File: config.mk
export PLATFORM = sky130hd
export DESIGN_NAME = least_loaded_server_table_top
export DESIGN_NICKNAME = d
export VERILOG_FILES = /design/src/hdl/llst_pkg.sv /design/src/hdl/least_loaded_server_table_top.sv
export SDC_FILE = /design/constraint.sdc
export NUM_CORES = 2
export LEC_CHECK = 0
export BUFFER_PORTS_ARGS = -buffer_cell sky130_fd_sc_hd__buf_2
export CORE_MARGIN = 2
export CORE_UTILIZATION = 55
export CTS_CLUSTER_DIAMETER = 40
export DETAILED_ROUTE_END_ITERATION = 8
export GPL_ROUTABILITY_DRIVEN = 0
export PLACE_DENSITY = 0.72
export SETUP_SLACK_MARGIN = 0.02
export SYNTH_ARGS = -nofsm -noshare
export SYNTH_HDL_FRONTEND = slang
export SYNTH_SLANG_ARGS = --single-unit
File: constraint.sdc
create_clock -name clk -period 83.1 [get_ports clk]
set_input_delay 12.465 -clock clk [delete_from_list [all_inputs] [get_ports clk]]
set_output_delay 12.465 -clock clk [all_outputs]
set_load 0.02 [all_outputs]
File: src/hdl/llst_pkg.sv
// package: sizes, codes and entry type of the least-loaded server table
`timescale 1ns / 1ps
package llst_pkg;
	localparam int TABLE_ENTRIES = 16;
	localparam int IDX_W = (TABLE_ENTRIES > 1) ? $clog2(TABLE_ENTRIES) : 1;
	localparam int CNT_W = $clog2(TABLE_ENTRIES + 1);

	localparam logic [15:0] MAX_AGE_RST = 16'd10;

	localparam logic [1:0] OP_ADD   = 2'd0;
	localparam logic [1:0] OP_AGE   = 2'd1;
	localparam logic [1:0] OP_FIND  = 2'd2;
	localparam logic [1:0] OP_LEAST = 2'd3;

	localparam logic [1:0] STS_OK   = 2'd0;
	localparam logic [1:0] STS_MISS = 2'd1;
	localparam logic [1:0] STS_FULL = 2'd2;

	typedef struct packed {
		logic [63:0] addr_high;
		logic [63:0] addr_low;
		logic [31:0] stamp;
		logic [31:0] load;
	} entry_t;

	typedef enum logic [2:0] {
		ST_IDLE = 3'b001,
		ST_SCAN = 3'b010,
		ST_FIN  = 3'b100
	} state_t;
endpackage

File: src/hdl/least_loaded_server_table_top.sv
// top level: server table with add, age-out, find and least-busy operations
//
// usage: one input word per operation on the in channel (in_valid/in_stall),
// one result word per operation on the out channel (out_valid/out_stall).
// max_age is to be written by the user on the cfg channel
// (cfg_valid/cfg_ready) only while idle; the block does not enforce this.
// entries live in one synchronous memory read one entry per cycle; every
// operation scans the valid entries in order, and the next word is taken
// in the cycle after the result is registered. age-out writes kept entries
// back, packed to the front in order, during the scan; add does at most one
// write, after the scan.
// reset empties the table (count to zero) and sets max_age to 10; no
// clearing pass is needed. a stalled result is held in the output register;
// the next word may be accepted meanwhile, but its result waits until the
// held one is taken.
`timescale 1ns / 1ps
module least_loaded_server_table_top (
	input  logic        clk,
	input  logic        arst_n,
	input  logic        cfg_valid,
	output logic        cfg_ready,
	input  logic [15:0] max_age,
	input  logic        in_valid,
	output logic        in_stall,
	input  logic [1:0]  operation,
	input  logic [63:0] address_high,
	input  logic [63:0] address_low,
	input  logic [31:0] report_time,
	input  logic [31:0] report_load,
	input  logic [31:0] current_time,
	output logic        out_valid,
	input  logic        out_stall,
	output logic [1:0]  status,
	output logic        removed_any,
	output logic [63:0] found_address_high,
	output logic [63:0] found_address_low,
	output logic [31:0] found_time,
	output logic [31:0] found_load
);
	import llst_pkg::*;

	entry_t mem [TABLE_ENTRIES];

	state_t           state_q;
	logic [15:0]      max_age_q;
	logic [CNT_W-1:0] count_q;
	logic [CNT_W-1:0] rd_ptr_q;
	logic [CNT_W-1:0] kept_q;
	logic             rd_vld_s1;
	logic [IDX_W-1:0] idx_s1;
	entry_t           rd_data_s1;
	logic             hit_q;
	logic [IDX_W-1:0] hit_idx_q;
	entry_t           sel_q;

	logic [1:0]       op_q;
	logic [63:0]      addr_high_q;
	logic [63:0]      addr_low_q;
	logic [31:0]      rtime_q;
	logic [31:0]      rload_q;
	logic [31:0]      now_q;

	logic             out_valid_q;
	logic [1:0]       status_q;
	logic             removed_q;
	entry_t           found_q;

	logic             wr_en;
	logic [IDX_W-1:0] wr_idx;
	entry_t           wr_data;
	logic             rd_issue;
	logic             match;
	logic             stale;
	logic             out_free;
	logic             table_full;
	entry_t           new_entry;
	logic [1:0]       res_status;
	logic             res_removed;
	entry_t           res_found;

	assign cfg_ready = 1'b1;
	assign in_stall  = (state_q != ST_IDLE);
	assign out_free  = !out_valid_q || !out_stall;
	assign rd_issue  = (state_q == ST_SCAN) && (rd_ptr_q < count_q);
	assign match     = (rd_data_s1.addr_high == addr_high_q) &&
	                   (rd_data_s1.addr_low == addr_low_q);
	assign stale     = ({1'b0, rd_data_s1.stamp} + {17'd0, max_age_q}) < {1'b0, now_q};
	assign table_full = (count_q == CNT_W'(TABLE_ENTRIES));
	assign new_entry = '{addr_high: addr_high_q, addr_low: addr_low_q,
	                     stamp: rtime_q, load: rload_q};

	always_comb begin
		wr_en   = 1'b0;
		wr_idx  = '0;
		wr_data = rd_data_s1;
		if (state_q == ST_SCAN && rd_vld_s1 && op_q == OP_AGE && !stale) begin
			wr_en  = 1'b1;
			wr_idx = kept_q[IDX_W-1:0];
		end else if (state_q == ST_FIN && out_free && op_q == OP_ADD) begin
			wr_data = new_entry;
			if (hit_q) begin
				wr_en  = 1'b1;
				wr_idx = hit_idx_q;
			end else if (!table_full) begin
				wr_en  = 1'b1;
				wr_idx = count_q[IDX_W-1:0];
			end
		end
	end

	// result word of the finished operation
	always_comb begin
		res_status  = STS_OK;
		res_removed = 1'b0;
		res_found   = '0;
		case (op_q)
			OP_ADD: begin
				if (!hit_q && table_full) begin
					res_status = STS_FULL;
				end
			end
			OP_AGE: begin
				res_removed = (kept_q != count_q);
			end
			OP_FIND, OP_LEAST: begin
				if (hit_q) begin
					res_found = sel_q;
				end else begin
					res_status = STS_MISS;
				end
			end
			default: begin
				res_status = STS_OK;
			end
		endcase
	end

	// table memory
	always_ff @(posedge clk) begin
		if (wr_en) begin
			mem[wr_idx] <= wr_data;
		end
		if (rd_issue) begin
			rd_data_s1 <= mem[rd_ptr_q[IDX_W-1:0]];
		end
	end

	always_ff @(posedge clk or negedge arst_n) begin
		if (!arst_n) begin
			max_age_q <= MAX_AGE_RST;
		end else if (cfg_valid && cfg_ready) begin
			max_age_q <= max_age;
		end
	end

	always_ff @(posedge clk or negedge arst_n) begin
		if (!arst_n) begin
			state_q     <= ST_IDLE;
			count_q     <= '0;
			rd_ptr_q    <= '0;
			kept_q      <= '0;
			rd_vld_s1   <= 1'b0;
			hit_q       <= 1'b0;
			out_valid_q <= 1'b0;
		end else begin
			if (state_q == ST_FIN && out_free) begin
				out_valid_q <= 1'b1;
			end else if (!out_stall) begin
				out_valid_q <= 1'b0;
			end
			rd_vld_s1 <= rd_issue;
			case (state_q)
				ST_IDLE: begin
					if (in_valid) begin
						state_q  <= ST_SCAN;
						rd_ptr_q <= '0;
						kept_q   <= '0;
						hit_q    <= 1'b0;
					end
				end
				ST_SCAN: begin
					if (rd_issue) begin
						rd_ptr_q <= rd_ptr_q + CNT_W'(1);
					end
					if (rd_vld_s1) begin
						case (op_q)
							OP_ADD, OP_FIND: begin
								if (match && !hit_q) begin
									hit_q <= 1'b1;
								end
							end
							OP_AGE: begin
								if (!stale) begin
									kept_q <= kept_q + CNT_W'(1);
								end
							end
							default: begin
								hit_q <= 1'b1;
							end
						endcase
					end
					if (!rd_issue && !rd_vld_s1) begin
						state_q <= ST_FIN;
					end
				end
				ST_FIN: begin
					if (out_free) begin
						state_q <= ST_IDLE;
						if (op_q == OP_AGE) begin
							count_q <= kept_q;
						end else if (op_q == OP_ADD && !hit_q && !table_full) begin
							count_q <= count_q + CNT_W'(1);
						end
					end
				end
				default: begin
					state_q <= ST_IDLE;
				end
			endcase
		end
	end

	// item, scan and result payload
	always_ff @(posedge clk) begin
		if (state_q == ST_IDLE && in_valid) begin
			op_q        <= operation;
			addr_high_q <= address_high;
			addr_low_q  <= address_low;
			rtime_q     <= report_time;
			rload_q     <= report_load;
			now_q       <= current_time;
		end
		if (state_q == ST_SCAN && rd_vld_s1) begin
			if ((op_q inside {OP_ADD, OP_FIND}) && match && !hit_q) begin
				hit_idx_q <= idx_s1;
				sel_q     <= rd_data_s1;
			end else if (op_q == OP_LEAST && (!hit_q || rd_data_s1.load < sel_q.load)) begin
				sel_q <= rd_data_s1;
			end
		end
		if (rd_issue) begin
			idx_s1 <= rd_ptr_q[IDX_W-1:0];
		end
		if (state_q == ST_FIN && out_free) begin
			status_q  <= res_status;
			removed_q <= res_removed;
			found_q   <= res_found;
		end
	end

	assign out_valid          = out_valid_q;
	assign status             = status_q;
	assign removed_any        = removed_q;
	assign found_address_high = found_q.addr_high;
	assign found_address_low  = found_q.addr_low;
	assign found_time         = found_q.stamp;
	assign found_load         = found_q.load;

	a_count_range: assert property (@(posedge clk) disable iff (!arst_n)
		count_q <= CNT_W'(TABLE_ENTRIES))
		else $error("entry count beyond table size");

	a_read_in_range: assert property (@(posedge clk) disable iff (!arst_n)
		rd_vld_s1 |-> ({1'b0, idx_s1} < count_q))
		else $error("read of an entry past the count");

	a_age_shrinks: assert property (@(posedge clk) disable iff (!arst_n)
		(state_q == ST_FIN && out_free && op_q == OP_AGE) |=> count_q <= $past(count_q))
		else $error("age-out grew the table");

	a_result_from_fin: assert property (@(posedge clk) disable iff (!arst_n)
		$rose(out_valid_q) |-> $past(state_q == ST_FIN))
		else $error("result registered outside the finish step");
endmodule

== Word level (Yosys, flattened, before mapping) ==
Memory sizes are Yosys's and may differ from the RTL's. A register that Yosys moved wholly into a read port is not among the register bits.
Index checks and enable logic that the tools add are counted.

* Flip-flop bits (word level): 658
* Logic and storage cells: 132
* Bits of input ports: 247
* Output and inout port bits: 198
* RAM bits: 3072
* Memories kept: 1

* Add/subtract/negate cells: 4
* Reduce and logical (&&, ||, !) cells: 40
* Mux-type cells: 37
* $lt $le $gt $ge: 3
* Equality and inequality tests: 21

{| class="wikitable"
|+ Memory list
! memory !! depth !! bits a word !! read ports !! clocked after memory_dff !! wr ports !! RTL line !! RTL
|-
| mem || 16 || 192 || 1 || 1 || 1 || least_loaded_server_table_top.sv:42 || <nowiki>entry_t mem [TABLE_ENTRIES];</nowiki>
|}

{| class="wikitable"
|+ Operators with widths
! cell !! count
|-
| 2-to-1 mux 192 bit || 4
|-
| equality test 64 bit || 2
|-
| 2-to-1 mux 5 bit || 7
|-
| adder 32 x 16 -> 33 bit || 1
|-
| less-than comparator 33 x 32 -> 1 bit || 1
|-
| less-than comparator 32 bit || 1
|-
| case mux 5 bit (2 select lines) || 2
|-
| logical AND 1 bit || 16
|-
| 2-to-1 mux 4 bit || 4
|-
| inequality test 2 bit, second input constant || 8
|-
| adder 5 x 1 -> 5 bit, second input constant || 3
|-
| 2-to-1 mux 1 bit || 12
|-
| AND reduction 5 bit || 2
|-
| 2-to-1 mux 3 bit || 3
|-
| case mux 3 bit (3 select lines) || 1
|-
| AND reduction 3 bit || 3
|-
| nonzero test 2 bit || 4
|-
| zero test 1 bit || 7
|-
| AND reduction 2 bit || 3
|-
| equality test 5 bit, second input constant || 1
|-
| less-than comparator 5 bit || 1
|-
| inequality test 5 bit || 1
|-
| equality test 2 bit, second input constant || 2
|-
| case mux 1 bit (2 select lines) || 2
|-
| 12 further kinds || 14
|}

== Logic depth before layout (Yosys ltp) ==
* Depth after elaboration: 8
* Mapped depth: 21
* Mapped depth without buffers: 20

== Least setup slack after synthesis ==
OpenSTA, ideal clock, no wires.

* Path type: reg2reg
* From: register addr_high_q[7]
* To: register sel_q[0] (netlist bit) (enable)
* Path buffers: 0
* Cell stages (with the launch flop): 8
* Period minus slack after synthesis: 33.081 ns
* Data arrival time: 31.321 ns
* Path slack: 50.019 ns
* Data required time: 81.340 ns
* Cells stage by stage: edfxtp_1 xnor2_1 nand4_1 or4_1 nor4_1 nand4_1 a21boi_0 a2111oi_0

* Cells in the longest elaborated chain, start to end: 6

{| class="wikitable"
|+ RTL lines
! item !! RTL line !! RTL
|-
| start: declaration || least_loaded_server_table_top.sv:57 || <nowiki>logic [63:0] addr_high_q;</nowiki>
|-
| start signal: assignment || least_loaded_server_table_top.sv:227 || <nowiki>addr_high_q <= address_high;</nowiki>
|-
| equality test 64 bit || least_loaded_server_table_top.sv:85 || <nowiki>assign match = (rd_data_s1.addr_high == addr_high_q) &&</nowiki>
|-
| logical AND 1 bit || least_loaded_server_table_top.sv:85 ||
|-
| logical AND 1 bit (2 in series) || least_loaded_server_table_top.sv:234 || <nowiki>if ((op_q inside {OP_ADD, OP_FIND}) && match && !hit_q) begin</nowiki>
|-
| nonzero test 2 bit (no line) || -- ||
|-
| AND reduction 2 bit (no line) || -- ||
|-
| end signal: assignment || least_loaded_server_table_top.sv:236 || <nowiki>sel_q <= rd_data_s1;</nowiki>
|-
| end signal: assignment || least_loaded_server_table_top.sv:238 || <nowiki>sel_q <= rd_data_s1;</nowiki>
|-
| end: declaration || least_loaded_server_table_top.sv:54 || <nowiki>entry_t sel_q;</nowiki>
|}

No other way between the ends.
A chain may end at the register's enable or synchronous reset.

== Final worst setup path ==
* From: input port out_stall
* To: memory mem[15][85] (netlist bit) (enable)

* Cells in the longest elaborated chain, start to end: 8
* Elaborated cells on any way between the ends: 10
* Classes of those cells: mux: 6; reduce/logical: 4

{| class="wikitable"
|+ RTL lines
! item !! RTL line !! RTL
|-
| start: declaration || least_loaded_server_table_top.sv:32 || <nowiki>input logic out_stall,</nowiki>
|-
| zero test 1 bit * || -- ||
|-
| logical OR 1 bit * || least_loaded_server_table_top.sv:83 || <nowiki>assign out_free = !out_valid_q || !out_stall;</nowiki>
|-
| logical AND 1 bit * (2 in series) || least_loaded_server_table_top.sv:99 || <nowiki>end else if (state_q == ST_FIN && out_free && op_q == OP_ADD) begin</nowiki>
|-
| 2-to-1 mux 1 bit || least_loaded_server_table_top.sv:99 ||
|-
| 2-to-1 mux 1 bit || least_loaded_server_table_top.sv:96 || <nowiki>if (state_q == ST_SCAN && rd_vld_s1 && op_q == OP_AGE && !stale) begin</nowiki>
|-
| 2-to-1 mux 1 bit || least_loaded_server_table_top.sv:140 || <nowiki>if (wr_en) begin</nowiki>
|-
| 2-to-1 mux 1 bit (implied by the code) || least_loaded_server_table_top.sv:141 || <nowiki>mem[wr_idx] <= wr_data;</nowiki>
|-
| end: declaration || least_loaded_server_table_top.sv:42 ||
|}

Mark *: on every way between the ends. The rest lies on a longest branch, timed or not.

==> impl_metrics.tcl <==
set metrics [dict create \
    period_share 0.215 \
    worstPathRequired_ns 83.62 \
    power_frac_comb 0.180 \
    cp_max_fo 100 \
    r2r_setup_slack_ns 74.07 \
    die_height_um 525 \
    whs_path_depth 0 \
    synth_cells 6374 \
    fmax_mhz 55.9 \
    synth_top_area_share 0.782 \
    vias_per_cell 6.51 \
    cts_resized 0 \
    start_util 0.552 \
    path_buf_inv 7 \
    clock-sinks 3922 \
    p_sw_mw 1.54 \
    rr_endpoint "mem[4][104]" \
    drc 0 \
    clk_pin_slew_worst_paths_ns 0.06 \
    gr-usage-all-layers 0.269 \
    crit_path_top_delay_cell "buf_4" \
    synth_cell_type_count 67 \
    tritoncts "yes" \
    drtIter0Drc 10400 \
    clkLatencyLatePin_ns 1.00 \
    crit_type "in2reg" \
    grt_pass1_wl_um 532000 \
    core_area_mm2 0.270 \
    place_inst 10200 \
    final_area_mm2 0.172 \
    switching_share 0.273 \
    synth_edf_count 3885 \
    synth_area_per_cell_um2 23.4 \
    clockBufferDepth 4 \
    p_int_mw 4.09 \
    status "finished clean" \
    rsz0062_at_grt "no" \
    setup_violations 0 \
    dp_slack_ns 64.38 \
    wl_per_cell_um 33.5 \
    cp.arrival_ns 18.39 \
    vias 72300 \
    synth_area_mm2 0.149 \
    htreeDepth 5 \
    slowest_delay_ns 0.97 \
    crit_chain "buf_2 > nand2_1 > nand4_1 > buf_4 > buf_12 > nor2_1 > o21ai_0 > nor2_1 > a21oi_1 > nor2_4 > buf_4 > buf_4 > buf_4 > buf_4" \
    power.leakage_nw 55.5 \
    reg2regPathDepth 23 \
    fillers 17200 \
    fin_crit_ns 17.87 \
    synth_area_leaders "edfxtp_1 78%, mux4_2 14%, mux2_2 1.5%, and3_1 0.84%, ha_1 0.72%" \
    p_per_area_mw_per_mm2 32.8 \
    routed_wl_um 372000 \
    die_x_um 525 \
    cp_num_cells 14 \
    ios 445 \
    tightestPinTransition_ns 1.38 \
    die_area_mm2 0.275 \
    critPathTopFamily "buffers and inverters" \
    firstDrtPassIters 6 \
    cp-endpoint "mem[15][85]" \
    path_common_cell "buf_4" \
    overflow 0 \
    antenna_found_initial 23 \
    post_cts_buffers 0 \
    report.final.slew_viol_count 0 \
    rows 191 \
    slew_headroom 0.0539 \
    instances_no_fill 11100 \
    hp-class "reg2reg" \
    syn-num-nets 6708 \
    worst_clock_skew_ns 0.101 \
    timing.rr.start "rd_data_s1[32]" \
    crit_path_end_kind "register" \
    yosys_register_bits 3922 \
    yosys.area.top_type "edfxtp_1" \
    root_buffer "clkbuf_16" \
    hold_buffers 0 \
    final_nets 7444 \
    grt_pass1_vias 73600 \
    synthFlopType "edfxtp_1" \
    setup_tns_ns 0 \
    drtAntennaViolNets 0 \
    area_delta_synth_final_pct 15.3 \
    placed_cell_area_mm2 0.156 \
    yosysWarnings 0 \
    hold_viol 0 \
    drive_gt1_frac 0.336 \
    power_mw 5.63 \
    pwr-share-clk 0.365 \
    async_reset_ff_frac 0.00943 \
    critPathLaunchType "input port" \
    grt_max_degree 116 \
    tritoncts.num_buffers 460 \
    synth-seq-area-share 0.788 \
    startpoint "out_stall" \
    portBuffers 443 \
    drv_cap 0 \
    seqPwrFrac 0.455 \
    worst_slack_ns 65.23 \
    dp_hpwl_um 202000 \
    vdd_drop_max_uv 27.3 \
]
-- registers in the layout, summed over array words and instances (netlist names), 2 cells and up --
signal	cells
sel_q	192
hit_idx_q	4
found_address_high	64
found_load	32
rtime_q	32
max_age_q	16
op_q	2
now_q	32
kept_q	5
found_time	32
addr_low_q	64
addr_high_q	64
status	2
idx_s1	4
state_q	3
found_address_low	64
rd_data_s1	192
count_q	5
rd_ptr_q	5
rload_q	32
mem	3072
-- per-layer routing --
metal / vias up / share of wire / global-route usage
met1: 38400 / 0.38 / 0.383
li1: 28600 / - / -
met4: 8 / 0.036 / 0.0901
met3: 652 / 0.11 / 0.0559
met2: 4680 / 0.48 / 0.422
met5: - / 0.00012 / 0
-- how the worst min path moves through the flow --
stage	start	endpoint	slack [ns]
floorplan	idx_s1[0]	hit_idx_q[0]	0.40
global placement	idx_s1[0]	hit_idx_q[0]	0.41
detailed placement	idx_s1[0]	hit_idx_q[0]	0.40
CTS	idx_s1[0]	hit_idx_q[0]	0.42
global route	idx_s1[2]	hit_idx_q[2]	0.43
finish	idx_s1[0]	hit_idx_q[0]	0.42
-- cell usage in the layout, fill, tap and decap left out, drive strengths merged, types with 53 or more instances in the layout --
master / instances
edfxtp: 3885
mux4: 960
buf: 571
clkbuf: 517
and3: 200
mux2: 193
inv: 182
clkinv: 168
ha: 86
xor2: 71
bufinv: 54
nor2: 54
clkinvlp: 53
-- final cells by class --
class | instances | area, um2 | area share
repair buffers | 571 | 3370 | 0.0196
diodes | 12 | 30.0 | 0.000175
clock inverters | 347 | 4030 | 0.0234
clock buffers | 517 | 11800 | 0.0687
inverters | 110 | 420 | 0.00245
multi-input cells | 2045 | 30200 | 0.176
well taps | 3570 | 4470 | 0.0260
flip-flops and latches | 3922 | 118000 | 0.684
-- power groups by stage --
stage          clock network, mW  registers [mW]  logic (mW)
2_1_floorplan                  0            2.53       0.738
3_3_place_gp                   0            2.60       0.979
3_5_place_dp                   0            2.60        1.01
4_1_cts                     2.08            2.56        1.02
5_1_grt                     2.16            2.57        1.08
6_report                    2.05            2.56        1.02
-- synthesized netlist by cell type (19+ instances only) --
cell and instances:
inv_1 110, mux4_2 960, mux2_2 193, nand2b_1 40, nand2_1 52, nand3_1 19
a21o_1 19, nand4_1 27, nor2_1 54, clkbuf_1 237, o21ai_0 44, a21oi_1 49
xor2_1 71, nor2b_1 52, buf_1 48, ha_1 86, xnor2_1 28, and3_1 200
dfrtp_1 34, edfxtp_1 3885
-- cell families after synthesis --
family | Yosys count | share of synthesized area
buffers and inverters | 407 | 0.0104
AND/OR/NAND/NOR | 494 | 0.0190
other | 1 | 0.0000251
XOR/XNOR | 99 | 0.00581
adder cells (fa/ha/maj) | 87 | 0.00735
flip-flops | 3922 | 0.788
multiplexers | 1157 | 0.160
AO/OA/AOI/OAI | 207 | 0.00939
-- per-stage QoR --
step | hold slack, ns | utilization
detailed placement | 0.405 | 0.577
floorplan | 0.400 | -
finish | 0.419 | 0.636
global placement | 0.405 | 0.577
global route | 0.426 | 0.636
CTS | 0.419 | 0.636
Power figures use the tool's default switching activity.
